[config.mk]
export PLATFORM = sky130hd
export DESIGN_NAME = rmq_sqrt_cell
export DESIGN_NICKNAME = d
export VERILOG_FILES = /design/src/hdl/rmq_pkg.sv /design/src/hdl/rmq_sqrt_cell.sv
export SDC_FILE = /design/constraint.sdc
export NUM_CORES = 1
export LEC_CHECK = 0
export CORE_MARGIN = 2
export CORE_UTILIZATION = 25
export DETAILED_ROUTE_END_ITERATION = 7
export DONT_BUFFER_PORTS = 1
export HOLD_SLACK_MARGIN = 0.06
export PLACE_DENSITY_LB_ADDON = 0.12
export SKIP_LAST_GASP = 1
export SYNTH_ARGS = -nofsm -noshare
export SYNTH_HDL_FRONTEND = slang
export SYNTH_SLANG_ARGS = --single-unit
[constraint.sdc]
create_clock -name clock -period 8.8 [get_ports clock]
set_input_delay 0.88 -clock clock [delete_from_list [all_inputs] [get_ports clock]]
set_output_delay 0.88 -clock clock [all_outputs]
set_load 0.05 [all_outputs]
[src/hdl/rmq_pkg.sv]
// Shared types and constants for the rotation matrix to quaternion pipeline.
// Used by rmq_sqrt_cell, rmq_div_cell and rotation_matrix_to_quaternion.
`default_nettype none
package rmq_pkg;
   localparam int NumLanes  = 4;
   localparam int SqrtCells = 24;
   localparam int DivCells  = 16;

   localparam logic [1:0] LANE_W = 2'd0;
   localparam logic [1:0] LANE_X = 2'd1;
   localparam logic [1:0] LANE_Y = 2'd2;
   localparam logic [1:0] LANE_Z = 2'd3;

   localparam logic [16:0] ONE_Q14  = 17'd16384;
   localparam logic [47:0] BIT_INIT = 48'h4000_0000_0000;

   // data that rides along the pipe untouched
   typedef struct packed {
      logic                   ok;
      logic [1:0]             qsel;
      logic [3:0]             neg;
      logic [3:0][16:0]       mag;
   } side_type;

   typedef struct packed {
      logic       valid;
      side_type   side;
      logic [47:0] v;
      logic [47:0] res;
      logic [47:0] bmask;
   } sqrt_type;

   typedef struct packed {
      logic             valid;
      side_type         side;
      logic [23:0]      root;
      logic [3:0][40:0] rem;
      logic [40:0]      dsh;
      logic [3:0][15:0] quo;
   } div_type;
endpackage
`default_nettype wire

[src/hdl/rmq_sqrt_cell.sv]
// One bit of the integer square root: a registered digit step.
// Depends on rmq_pkg.
`default_nettype none
module rmq_sqrt_cell (
   input  wire logic              clock,
   input  wire logic              reset,
   input  wire logic              en,
   input  wire rmq_pkg::sqrt_type d_in,
   output rmq_pkg::sqrt_type      d_out
);
   rmq_pkg::sqrt_type q_ff, q_in;
   logic [47:0] trial;

   always_comb begin
      trial = d_in.res + d_in.bmask;
      q_in = d_in;
      if (d_in.v >= trial) begin
         q_in.v   = d_in.v - trial;
         q_in.res = (d_in.res >> 1) + d_in.bmask;
      end else begin
         q_in.res = d_in.res >> 1;
      end
      q_in.bmask = d_in.bmask >> 2;
   end

   always_ff @(posedge clock) begin
      if (reset) begin
         q_ff.valid <= 1'b0;
      end else if (en) begin
         q_ff.valid <= q_in.valid;
      end
      if (en) begin
         q_ff.side  <= q_in.side;
         q_ff.v     <= q_in.v;
         q_ff.res   <= q_in.res;
         q_ff.bmask <= q_in.bmask;
      end
   end

   assign d_out = q_ff;
endmodule
`default_nettype wire

==> reports/results.tsv <==
stage	metric	value	unit
status	status	completed	
yosys	ys_seq_elements	218	
global_routing	grt-ovfl-total	0	
detailed_routing	met3_length	4.10	mm
clock_network	cts.clk_slew.worst_paths	0.06	ns
global_routing	grt_pass1_vias	11300	
detailed_routing	dr.pass1.iters	5	
floorplanning	top_level_ports	443	
final_layout	drive_above_1_share	5.80	%
yosys	synth_cell_types	80	
pwr	power	4490	uW
final_layout	register_area	0.00654	mm^2
critical_path	worstSetupEndpointType	flop	
critical_path	critical_path.startpoint_type	input port	
yosys	ys_warn_count	0	
pwr	clockPowerShare	27.6	%
detailed_routing	drc	0	
sta	slew_viol_final	0	
place	io_buffers	0	
clock_network	tritoncts	built	
critical_path	reg2reg_depth	2	
floorplanning	rows	90	
global_routing	grt.total_usage	15.7	%
detailed_routing	vias	11500	
critical_path	r2r-end	d_out[219]	
clock_network	ctsHoldBuffers	0	
floorplanning	fp.dieH	251	um
final_layout	nets	1864	
detailed_routing	wire_per_inst	22.4	um
clock_network	h-tree-depth	1	
floorplanning	core-area	0.0602	mm^2
sta	finalSetupViolCount	0	
worst_hold_path	worstHoldPathCells	1	
clock_network	clk_path_buf_depth	3	
global_routing	antenna_found_initial	1	
pwr	p_comb_share	27.4	%
sta	fin_ws	2.18	ns
yosys	synth_edf_count	217	
critical_path	cp_max_fo	7	
global_routing	grt_pass1_wl	75.1	mm
pwr	intPower	2610	uW
critical_path	crit_type	input port to flop	
floorplanning	die_area	0.0628	mm^2
yosys	avgSynthCellArea	10.0	um^2
yosys	netlist_area	0.0152	mm^2
place	place_area	0.0160	mm^2
worst_hold_path	hold_end	d_out[219]	
yosys	ys_seq_area_share	43.0	%
sta	finalCritPeriodShare	75.3	%
yosys	syn_inst	1519	
sta	fin_setup_tns	0	ns
final_layout	area_delta_synth_final	11.7	%
sta	whs	0.375	ns
sta	fmax	151	MHz
sta	worstMarginPinSlew	0.858	ns
detailed_routing	route.met2.wl	25.4	mm
critical_path	crit_start	d_in[0]	
pwr	power_frac_seq	45.0	%
critical_path	cp.required	9.12	ns
yosys	synth_area_leader_cell	edfxtp_1	
sta	slew_headroom	42.0	%
run	maxCapViolations	0	
final_layout	layout_commonest_cell	edfxtp_1	
clock_network	cts_resized	0	
sta	finalCriticalPeriod	6.62	ns
critical_path	slowest_stage	o41ai_1	
final_layout	largest_register_ffs	218	
sta	hold_violations	0	
final_layout	antenna_cells	0	
pwr	p_switching	1880	uW
sta	finClkSkew	0	ns
worst_hold_path	hp-start	reset	
critical_path	timing.rr.start	d_out[219]	
yosys	synth_top_flop_cell	edfxtp_1	
clock_network	clk_latency	0.58	ns
pwr	ir_drop	145	uV
place	gp_congestion	0.855	
clock_network	cts_made_buffers	29	
final_layout	final_cell_mix	edfxtp_1, nand2_1, o21ai_0	
pwr	power.density	264	mW/mm^2
detailed_routing	highest_layer	met5	
critical_path	path_cells	ha_1 -> inv_1 -> fa_1 -> nor2b_1 -> o31ai_1 -> a21oi_1 -> nor2_1 -> o41ai_1 -> a21oi_1 -> a311oi_1 -> o21ai_0 -> nor2b_1 -> xor2_1 -> ha_1 -> inv_1 -> nor3_1 -> nand2_1 -> or3_1 -> nor3_2 -> o22a_1 -> mux2_2	
detailed_routing	met1_length	21.0	mm
critical_path	max_stage_delay	0.79	ns
detailed_routing	viasPerCell	5.00	
final_layout	n_fill_cell	6260	
yosys	async_reset_ff_share	0	%
critical_path	ff2ff_setup_slack	7.83	ns
sta	rsz0062_at_grt	no	
place	pre_cts_ws	1.58	ns
place	dp_hpwl	41.0	mm
final_layout	multiInputGateArea	0.00831	mm^2
detailed_routing	drtIter0Drc	572	
worst_hold_path	holdCritPathClass	input port to flop	
detailed_routing	ant_nets	0	
pwr	power.leakage	0.00660	uW
final_layout	fin_area	0.0170	mm^2
clock_network	cts_sinks	218	
floorplanning	die_x	251	um
clock_network	postCtsSetupBuffers	0	
yosys	yosys.area.top_type_share	42.9	%
critical_path	worstPathArrival	6.95	ns
clock_network	cts_root_buf	clkbuf_16	
pwr	swShare	41.9	%
floorplanning	initial_core_util	25.2	%
yosys	synth_top_cells_by_area	edfxtp_1, ha_1, o21ai_0	
global_routing	grt_max_degree	219	
detailed_routing	wl	51.5	mm
kinds of logic after synthesis:
family	after synthesis	share of synthesized area, %
compound gates	537	22.4
simple gates	385	11.6
flops	218	43.0
fa+ha+maj	145	12.1
xor+xnor	131	7.55
buf+inv	90	2.40
mux	12	0.856
other cells	1	0.0247
stage by stage:
stage / util [%] / std cells
2_1_floorplan: - / 1520
3_3_place_gp: 26.5 / 2247
3_5_place_dp: 26.5 / 2247
4_1_cts: 28.2 / 2299
5_1_grt: 28.2 / 2299
6_report: 28.2 / 2299
critical path, delay by kind of cell:
family,cells,cell delay (ns)
adder cells (fa/ha/maj),3,0.97
multiplexers,1,0.41
XOR/XNOR,1,0.16
AND/OR/NAND/NOR,7,1.52
buffers and inverters,2,0.15
AO/OA/AOI/OAI,7,2.84
power by group through the flow:
stage / combinational, uW / sequential (uW) / clock (uW)
6_report: 1230 / 2020 / 1240
2_1_floorplan: 942 / 1980 / 0
4_1_cts: 1240 / 2030 / 1290
3_5_place_dp: 1230 / 2050 / 0
5_1_grt: 1380 / 2040 / 1320
3_3_place_gp: 1230 / 2050 / 0
area by class of cell:
class | count | share of cell area [%]
repair buffers | 2 | 0.236
inverters | 33 | 0.730
clock buffers | 32 | 4.34
multi-input cells | 1212 | 49.0
clock inverters | 20 | 1.47
well taps | 782 | 5.76
flip-flops and latches | 218 | 38.5
synthesized netlist by cell type, types with 12 or more instances:
library cell	instances
a21o_1	82
a21oi_1	142
a31oi_1	24
clkbuf_1	38
edfxtp_1	217
ha_1	142
inv_1	33
nand2_1	175
nand2b_1	16
nand3_1	33
nand4_1	24
nor2_1	68
nor2b_1	16
nor3_1	12
o21a_1	18
o21ai_0	151
o21bai_1	26
xnor2_1	69
xor2_1	62
metal layers:
metal | vias up | track usage [%]
met5 | - | 0
met2 | 306 | 27.4
li1 | 5665 | -
met1 | 5468 | 18.7
met3 | 46 | 5.26
met4 | 2 | 3.42
how the worst max path moves through the flow:
stage / cells after the start / slack (ns) / end
finish: 21 / 2.18 / d_out[62]
global route: 21 / 1.69 / d_out[115]
CTS: 21 / 2.16 / d_out[115]
floorplan: 22 / 3.21 / d_out[111]
global placement: 21 / 1.71 / d_out[111]
detailed placement: 21 / 1.58 / d_out[115]
Power figures use the tool's default switching activity.
