--- src/hdl/rmq_pkg.sv ---
// Shared types and constants for the rotation matrix to quaternion pipeline.
// Used by rmq_sqrt_cell, rmq_div_cell and rotation_matrix_to_quaternion.
`default_nettype none
package rmq_pkg;
   localparam int NumLanes  = 4;
   localparam int SqrtCells = 24;
   localparam int DivCells  = 16;

   localparam logic [1:0] LANE_W = 2'd0;
   localparam logic [1:0] LANE_X = 2'd1;
   localparam logic [1:0] LANE_Y = 2'd2;
   localparam logic [1:0] LANE_Z = 2'd3;

   localparam logic [16:0] ONE_Q14  = 17'd16384;
   localparam logic [47:0] BIT_INIT = 48'h4000_0000_0000;

   // data that rides along the pipe untouched
   typedef struct packed {
      logic                   ok;
      logic [1:0]             qsel;
      logic [3:0]             neg;
      logic [3:0][16:0]       mag;
   } side_type;

   typedef struct packed {
      logic       valid;
      side_type   side;
      logic [47:0] v;
      logic [47:0] res;
      logic [47:0] bmask;
   } sqrt_type;

   typedef struct packed {
      logic             valid;
      side_type         side;
      logic [23:0]      root;
      logic [3:0][40:0] rem;
      logic [40:0]      dsh;
      logic [3:0][15:0] quo;
   } div_type;
endpackage
`default_nettype wire

--- src/hdl/rmq_div_cell.sv ---
// One quotient bit of restoring division for all four lanes, registered.
// Depends on rmq_pkg.
`default_nettype none
module rmq_div_cell (
   input  wire logic             clock,
   input  wire logic             reset,
   input  wire logic             en,
   input  wire rmq_pkg::div_type d_in,
   output rmq_pkg::div_type      d_out
);
   rmq_pkg::div_type q_ff, q_in;

   always_comb begin
      q_in = d_in;
      for (int i = 0; i < rmq_pkg::NumLanes; i++) begin
         if (d_in.rem[i] >= d_in.dsh) begin
            q_in.rem[i] = d_in.rem[i] - d_in.dsh;
            q_in.quo[i] = {d_in.quo[i][14:0], 1'b1};
         end else begin
            q_in.quo[i] = {d_in.quo[i][14:0], 1'b0};
         end
      end
      q_in.dsh = d_in.dsh >> 1;
   end

   always_ff @(posedge clock) begin
      if (reset) begin
         q_ff.valid <= 1'b0;
      end else if (en) begin
         q_ff.valid <= q_in.valid;
      end
      if (en) begin
         q_ff.side <= q_in.side;
         q_ff.root <= q_in.root;
         q_ff.rem  <= q_in.rem;
         q_ff.dsh  <= q_in.dsh;
         q_ff.quo  <= q_in.quo;
      end
   end

   assign d_out = q_ff;
endmodule
`default_nettype wire

--- config.mk ---
export PLATFORM = sky130hd
export DESIGN_NAME = rmq_div_cell
export DESIGN_NICKNAME = d
export VERILOG_FILES = /design/src/hdl/rmq_pkg.sv /design/src/hdl/rmq_div_cell.sv
export SDC_FILE = /design/constraint.sdc
export NUM_CORES = 1
export LEC_CHECK = 0
export ABC_AREA = 1
export ABC_CLOCK_PERIOD_IN_PS = 2800
export BUFFER_PORTS_ARGS = -buffer_cell sky130_fd_sc_hd__buf_2
export CORE_ASPECT_RATIO = 0.7
export CORE_MARGIN = 2
export CORE_UTILIZATION = 30
export DETAILED_ROUTE_END_ITERATION = 7
export GPL_ROUTABILITY_DRIVEN = 0
export HOLD_SLACK_MARGIN = 0.08
export PLACE_DENSITY = 0.5
export SYNTH_ARGS = -nofsm -noshare
export SYNTH_HDL_FRONTEND = slang
export SYNTH_SLANG_ARGS = --single-unit
export TNS_END_PERCENT = 1
--- constraint.sdc ---
create_clock -name clock -period 2.8 [get_ports clock]
set_input_delay 0.42 -clock clock [delete_from_list [all_inputs] [get_ports clock]]
set_output_delay 0.42 -clock clock [all_outputs]
set_load 0.1 [all_outputs]
==> impl_results.md, run 1 <==
* Pin count of the biggest net entering global routing at 54
* Via count of the first global-routing pass at between 20000 and 30000
* Number of fillers in the final layout at approximately 8900
* Register area share after synthesis at between 40% and 50%
* H-tree levels at 2
* Proportion of power drawn by flip-flops and latches at between 30% and 40%
* Placed Instance Area at roughly 0.035 sq mm
* Proportion of netlist area held by the largest area contributor at 42.2%
* Detail Placement HPWL at between 100000 and 150000 um
* EDFF count, synth at ~370
* DR WL/cell at 19.8 um
* Drt first-iter violations at roughly 2700
* Count of vias placed by the detailed router at roughly 28000
* Wirelength, routed at approximately 120000 um
* Number of antenna violations at the first check in global routing at 15
* Pre-CTS worst setup slack at -0.200 ns
* Class of the worst hold path: in -> reg
* Fraction of final layout cells sized beyond drive strength 1 at approximately 28%
* Post-synthesis sequential element count at about 370
* Detailed-router iteration count before antenna repair at 5
* Starting density of the core at 30.3%
* Top fanout value on the critical path at 39
* Post-synthesis area per instance at ~7.3 sq um
* Die Y-Extent at between 200 and 300 um
* Clock share of power at between 20% and 30%
* Slew at the pin closest to its max-slew limit at roughly 0.58 ns
* Layout overhead on the synthesized area at 48.3%
* Clock tree from TritonCTS: built
* TritonCTS Sinks at between 300 and 400
* Final Slew Violations at 0
* Async SR Flop Fraction at 0%
* Most common cell in the netlist: sky130_fd_sc_hd__nand2_1
* Critical Path End Type: register
* Run status: complete, no violations
* Most common library cells after synthesis: sky130_fd_sc_hd__nand2_1 (1496), sky130_fd_sc_hd__inv_1 (554), sky130_fd_sc_hd__edfxtp_1 (367), sky130_fd_sc_hd__nor2_1 (302), sky130_fd_sc_hd__nand3_1 (206)
* I/O pins at around 740
* Critical path start-end classification: in -> reg
* Total DRC errors in the routed layout at 0
* Post-route design area at a little under 0.04 sq mm
* FP Rows at 90
* Post-detailed-route count of antenna-violating nets at 0
* Final setup skew at 0 ns
* Area of the placeable core at 0.0863 sq mm
* Number of warnings issued by yosys at 0
* Proportion of total power due to net switching at a little under half
* Area contributors post-synth: sky130_fd_sc_hd__edfxtp_1 (42%), sky130_fd_sc_hd__nand2_1 (21%), sky130_fd_sc_hd__inv_1 (8.0%)
* Overall global routing resource usage at between 20% and 30%
* Clk Latency, worst-skew pair at between 0.5 and 0.6 ns
* Mapped cell area at 0.0261 sq mm
* Data arrival time at the worst-slack endpoint at 3.08 ns
* Setup-violating endpoint count in the final report at 0
* Yosys cell types at 35
* Fmax at between 300 and 400 MHz
* Largest vdd supply drop at ~0.00058 V
* Max clock buf depth at 3
* Leakage at slightly above 20 nW
* Avg Vias per Cell at roughly 4.6
* Minimum clock period after layout at around 2.7 ns
* Number of CTS-inserted buffers at 41
* Combinational share of power at a little under half
* Final hold violation count at 0
* Power per standard cell area at just under 600 mW/mm^2
* Die Area at around 0.09 sq mm
* # Max-Cap Violations at 0
* Overflow left after global routing at 0
* Horizontal die dimension at 357 um
* Switching power total at around 0.010 W
* Data required time at the worst endpoint at approximately 3.1 ns
* Gate count of the mapped netlist at approximately 3600
* Most frequently used flop master after synthesis: sky130_fd_sc_hd__edfxtp_1
* Crit share post-route at a little over nine tenths
* Setup TNS after final layout at 0 ns
* Kind of launch point of the worst setup path: input port
* RSZ-0062 raised after global routing: yes
* Worst setup margin at around 0.051 ns
* Number of nets in the final layout at ~5500
* Max FFs per register at about 370
* Max-slew headroom at the worst pin at 61.9%
* Cell-internal power at 0.0125 W
* PortBufs at around 740
* First-pass GRT wire length at between 150000 and 200000 um
* Post-Syn Nets at slightly above 4000
* Clock slew at reported path FFs at about 0.060 ns
* Root Buffer: sky130_fd_sc_hd__clkbuf_16
* Post-synth top area cell: sky130_fd_sc_hd__edfxtp_1
## area by class of cell
type | count | area, sq um | share of cell area, %
multi-input cells | 2599 | 13000 | 33.6
flip-flops and latches | 368 | 11000 | 28.5
repair buffers | 1408 | 9840 | 25.4
inverters | 558 | 2110 | 5.45
well taps | 1150 | 1440 | 3.71
clock buffers | 48 | 1070 | 2.77
clock inverters | 24 | 229 | 0.591
diodes | 3 | 7.51 | 0.0194
## cells in the final DEF (no fill, tap or decap), types with 3 or more instances in the layout
cell type,count
sky130_fd_sc_hd__and2_1,6
sky130_fd_sc_hd__o21a_1,3
sky130_fd_sc_hd__inv_1,552
sky130_fd_sc_hd__bufinv_16,3
sky130_fd_sc_hd__nand3_1,194
sky130_fd_sc_hd__nand3_2,16
sky130_fd_sc_hd__ha_1,154
sky130_fd_sc_hd__buf_2,734
sky130_fd_sc_hd__nor2_2,43
sky130_fd_sc_hd__buf_6,5
sky130_fd_sc_hd__buf_12,48
sky130_fd_sc_hd__o21ai_0,37
sky130_fd_sc_hd__fa_1,4
sky130_fd_sc_hd__a21o_1,4
sky130_fd_sc_hd__dlygate4sd3_1,192
sky130_fd_sc_hd__clkbuf_16,42
sky130_fd_sc_hd__nand2_2,37
sky130_fd_sc_hd__ha_4,5
sky130_fd_sc_hd__nand2_1,1481
sky130_fd_sc_hd__a21boi_0,6
sky130_fd_sc_hd__nor2_4,3
sky130_fd_sc_hd__clkinv_2,5
sky130_fd_sc_hd__clkinvlp_4,3
sky130_fd_sc_hd__clkbuf_1,6
sky130_fd_sc_hd__nand4_1,10
sky130_fd_sc_hd__a21oi_2,4
sky130_fd_sc_hd__buf_4,428
sky130_fd_sc_hd__diode_2,3
sky130_fd_sc_hd__or2_2,13
sky130_fd_sc_hd__nand2_4,14
sky130_fd_sc_hd__xor2_1,88
sky130_fd_sc_hd__o21bai_1,15
sky130_fd_sc_hd__nor3_1,11
sky130_fd_sc_hd__a21oi_1,123
sky130_fd_sc_hd__edfxtp_1,367
sky130_fd_sc_hd__nor2_1,286
sky130_fd_sc_hd__ha_2,5
sky130_fd_sc_hd__clkinv_1,9
sky130_fd_sc_hd__nand3b_1,30
## per-stage QoR
step | std cells | utilization (%) | total power [W] | hold slack (ns)
floorplan | 3558 | - | 0.0141 | 0.492
global placement | 5889 | 40.8 | 0.0172 | 0.479
detailed placement | 5889 | 40.8 | 0.0172 | 0.490
CTS | 6153 | 44.5 | 0.0229 | 0.0817
global route | 6157 | 44.9 | 0.0239 | 0.0978
finish | 6158 | 44.9 | 0.0229 | 0.122
## timing repair
| action | 4_1_cts | 5_1_grt |
|---|---|---|
| hold buffers | 192 | 0 |
| resized for setup | 0 | 77 |
| endpoints found under the hold margin | 191 | 0 |
| endpoints found under the setup margin | 0 | 162 |
| setup buffers | 0 | 2 |
## worst max-delay path, cell delays in order
cell and delay, ns:
sky130_fd_sc_hd__dlygate4sd3_1 0.52, sky130_fd_sc_hd__buf_2 0.14, sky130_fd_sc_hd__inv_1 0.09, sky130_fd_sc_hd__buf_12 0.15, sky130_fd_sc_hd__buf_12 0.12, sky130_fd_sc_hd__ha_1 0.33
sky130_fd_sc_hd__nand2_1 0.16, sky130_fd_sc_hd__nor2_2 0.17, sky130_fd_sc_hd__nand2_1 0.09, sky130_fd_sc_hd__nor2_1 0.13, sky130_fd_sc_hd__nand3_1 0.10, sky130_fd_sc_hd__nand3_1 0.09
sky130_fd_sc_hd__nor2_1 0.06, sky130_fd_sc_hd__nand2_4 0.10, sky130_fd_sc_hd__inv_2 0.05, sky130_fd_sc_hd__buf_12 0.16, sky130_fd_sc_hd__nand2_1 0.09, sky130_fd_sc_hd__nand2_1 0.06
## final timing paths
check / end / slack [ns] / depth (start not counted) / from
hold / removal: d_out[234] / 0.12 / 3 / d_in[234]
setup reg to reg: d_out[368] / 1.65 / 3 / d_out[368]
setup / recovery: d_out[156] / 0.05 / 18 / d_in[78]
hold reg to reg: d_out[368] / 1.07 / 3 / d_out[368]
## power by group through the flow
stage	Sequential (W)	Combinational [W]	Clock [W]
after floorplan	0.0114	0.00267	0
after global placement	0.00714	0.0101	0
after detailed placement	0.00713	0.0101	0
after CTS	0.00703	0.0103	0.00557
after global routing	0.00708	0.0111	0.00576
final	0.00704	0.0105	0.00543
## kinds of logic after synthesis
kind of cell / synth area share (%)
XOR/XNOR: 2.95
buffers and inverters: 8.95
adder cells (fa/ha/maj): 8.16
AND/OR/NAND/NOR: 33.7
flip-flops: 42.3
multiplexers: 0.0383
other: 0.0144
AO/OA/AOI/OAI: 3.96
## routing by layer
layer / vias to the layer above / GRT usage [%] / wire, um
li1: 14100 / - / -
met1: 13000 / 41.1 / 59700
met2: 1070 / 37.6 / 49400
met3: 133 / 4.49 / 10500
met4: 10 / 5.52 / 2530
met5: - / 0 / 67
Note: power is estimated with default switching activity, not from simulation.
==> run 2, diff against run 1 <==
--- a/config.mk
+++ b/config.mk
@@ -8,13 +8,12 @@
 export ABC_AREA = 1
 export ABC_CLOCK_PERIOD_IN_PS = 2800
 export BUFFER_PORTS_ARGS = -buffer_cell sky130_fd_sc_hd__buf_2
-export CORE_ASPECT_RATIO = 0.7
-export CORE_MARGIN = 2
-export CORE_UTILIZATION = 30
+export CORE_AREA = 2 2 291 293
 export DETAILED_ROUTE_END_ITERATION = 7
+export DIE_AREA = 0 0 293 295
 export GPL_ROUTABILITY_DRIVEN = 0
 export HOLD_SLACK_MARGIN = 0.08
-export PLACE_DENSITY = 0.5
+export PLACE_DENSITY = 0.52
 export SYNTH_ARGS = -nofsm -noshare
 export SYNTH_HDL_FRONTEND = slang
 export SYNTH_SLANG_ARGS = --single-unit
==> run 2 against run 1 <==
  * Via count fell by 0.58%
  * Register-to-register slack about the same
  * Sequential cell count is the same
  * Sequential share of layout area fell by 0.18 points
  * Clock-buffer cell count increased by 5
  * Clock skew is the same
  * Global-route usage grew 1.6 points
==> impl_results.md, run 2 (synthesized netlist as in run 1, its figures left out) <==
* Final setup skew at 0 ns
* CP dominant cell by count: sky130_fd_sc_hd__nand2_1
* Critical Path End Type: register
* DR WL/cell at 20.6 um
* Maximum single-stage delay on the critical path at 0.54 ns
* Fmax at about 360 MHz
* Number of CTS-inserted buffers at 44
* Die Area at roughly 0.086 sq mm
* FP Rows at ~110
* Starting density of the core at a little under a third
* RSZ-0062 raised after global routing: yes
* Max clock buf depth at 3
* Post-detailed-route count of antenna-violating nets at 0
* Crit share post-route at 98.3%
* PnR Total Power at 0.0236 W
* Proportion of total power due to net switching at 44.3%
* Clock tree from TritonCTS: built
* Max FFs per register at between 300 and 400
* Combinational share of power at 44.9%
* First-pass GRT wire length at approximately 180000 um
* Cell at the slowest stage of the critical path: sky130_fd_sc_hd__dlygate4sd3_1
* Cell-internal power at ~0.013 W
* Kind of launch point of the worst setup path: input port
* Data arrival time at the worst-slack endpoint at 3.08 ns
* Pin count of the biggest net entering global routing at 59
* Clk Latency, worst-skew pair at slightly below 0.6 ns
* PortBufs at ~740
* Die Y-Extent at just under 300 um
* Leakage at a little over 20 nW
* Layout overhead on the synthesized area at 49.2%
* Detailed-router iteration count before antenna repair at 6
* TritonCTS Sinks at 368
* Final core utilization at 46.9%
* I/O pins at 741
* Slew at the pin closest to its max-slew limit at 0.700 ns
* Class of the worst hold path: in -> reg
* Overflow left after global routing at 0
* Data required time at the worst endpoint at about 3.1 ns
* Clock share of power at approximately 26%
* Proportion of power drawn by flip-flops and latches at between 20% and 30%
* Wirelength, routed at approximately 130000 um
* Max-slew headroom at the worst pin at 53.7%
* Fraction of final layout cells sized beyond drive strength 1 at between 20% and 30%
* Overall global routing resource usage at between 20 and 30%
* Via count of the first global-routing pass at roughly 27000
* Drt first-iter violations at 2084
* Final hold slack at 0.124 ns
* Most frequent cells in the layout: sky130_fd_sc_hd__nand2_1 (1478), sky130_fd_sc_hd__buf_2 (734), sky130_fd_sc_hd__inv_1 (553), sky130_fd_sc_hd__buf_4 (415), sky130_fd_sc_hd__edfxtp_1 (367)
* Largest vdd supply drop at around 0.00045 V
* Clock slew at reported path FFs at around 0.070 ns
* Area of the placeable core at just over 0.08 sq mm
* Pre-CTS worst setup slack at -0.0790 ns
* Critical path start-end classification: in -> reg
* Minimum clock period after layout at between 2 and 3 ns
* Final Slew Violations at 0
* H-tree levels at 2
* Horizontal die dimension at just under 300 um
* Top fanout value on the critical path at 5
* Count of vias placed by the detailed router at between 20000 and 30000
* Most common cell after layout, fill and taps aside: sky130_fd_sc_hd__nand2_1
* Avg Vias per Cell at ~4.6
* Worst setup margin at ~0.046 ns
* Final hold violation count at 0
* Power per standard cell area at about 600 mW/mm^2
* Chain of cells forming the critical path: dlygate4sd3_1 -> buf_2 -> inv_1 -> buf_12 -> ha_1 -> buf_4 -> nand2_1 -> nor2_1 -> inv_1 -> nor2_1 -> a21boi_1 -> buf_4 -> nand2_1 -> nand2_1 -> nand3_1 -> nand2_1
* Number of antenna violations at the first check in global routing at 9
* Total DRC errors in the routed layout at 0
* Setup-violating endpoint count in the final report at 0
* Switching power total at ~0.010 W
* # Max-Cap Violations at 0
* Number of nets in the final layout at approximately 5500
* Root Buffer: sky130_fd_sc_hd__clkbuf_16
* Run status: complete, no violations
* Detail Placement HPWL at just over 100000 um
[run 2: final cells by class]
| type | count | area, sq um |
|---|---|---|
| fillers | 8438 | 44200 |
| multi-input cells | 2599 | 13100 |
| flip-flops and latches | 368 | 11000 |
| repair buffers | 1406 | 9920 |
| inverters | 558 | 2110 |
| well taps | 1080 | 1350 |
| clock buffers | 53 | 1130 |
| clock inverters | 25 | 340 |
| diodes | 3 | 7.51 |
[run 2: metal layers]
layer | global-route usage, % | up-vias | part of all wire (%)
li1 | - | 14100 | -
met3 | 5.89 | 202 | 7.8
met4 | 14.0 | 12 | 5.9
met1 | 35.3 | 12800 | 42
met5 | 0 | - | 0.064
met2 | 45.4 | 1017 | 44
[run 2: path summary, 6_finish.rpt]
path                      to        from  depth (start not counted)  slack (ns)
hold / removal    d_out[243]   d_in[243]                          3        0.12
setup reg to reg  d_out[368]  d_out[368]                          3        1.65
setup / recovery  d_out[255]    d_in[90]                         16        0.05
hold reg to reg   d_out[368]  d_out[368]                          3        1.06
[run 2: worst max-delay path: cells and delay by family]
family          cells  cell delay [ns]
buf+inv             7             1.31
simple gates        7             0.86
fa+ha+maj           1             0.32
compound gates      1             0.15
[run 2: what timing repair did]
item,CTS,global route
hold endpoints to repair,198,0
setup endpoints to repair,0,160
hold buffers,199,0
buffers inserted,0,4
gates resized for setup,0,93
[run 2: per-stage QoR]
stage                     setup TNS (ns)  instances  cell area, sq um
after global placement            -0.475       5808             35100
after detailed placement          -0.334       5808             35100
after floorplan                        0       3558             26100
after global routing             -0.0675       6089             39000
after CTS                              0       6085             38600
final                                  0       6092             39000
[run 2: power by group through the flow]
stage	clock network [W]	registers, W	logic [W]
after global routing	0.00633	0.00704	0.0112
after CTS	0.00614	0.00699	0.0105
after floorplan	0	0.0114	0.00267
final	0.00600	0.00699	0.0106
after global placement	0	0.00709	0.0102
after detailed placement	0	0.00709	0.0102
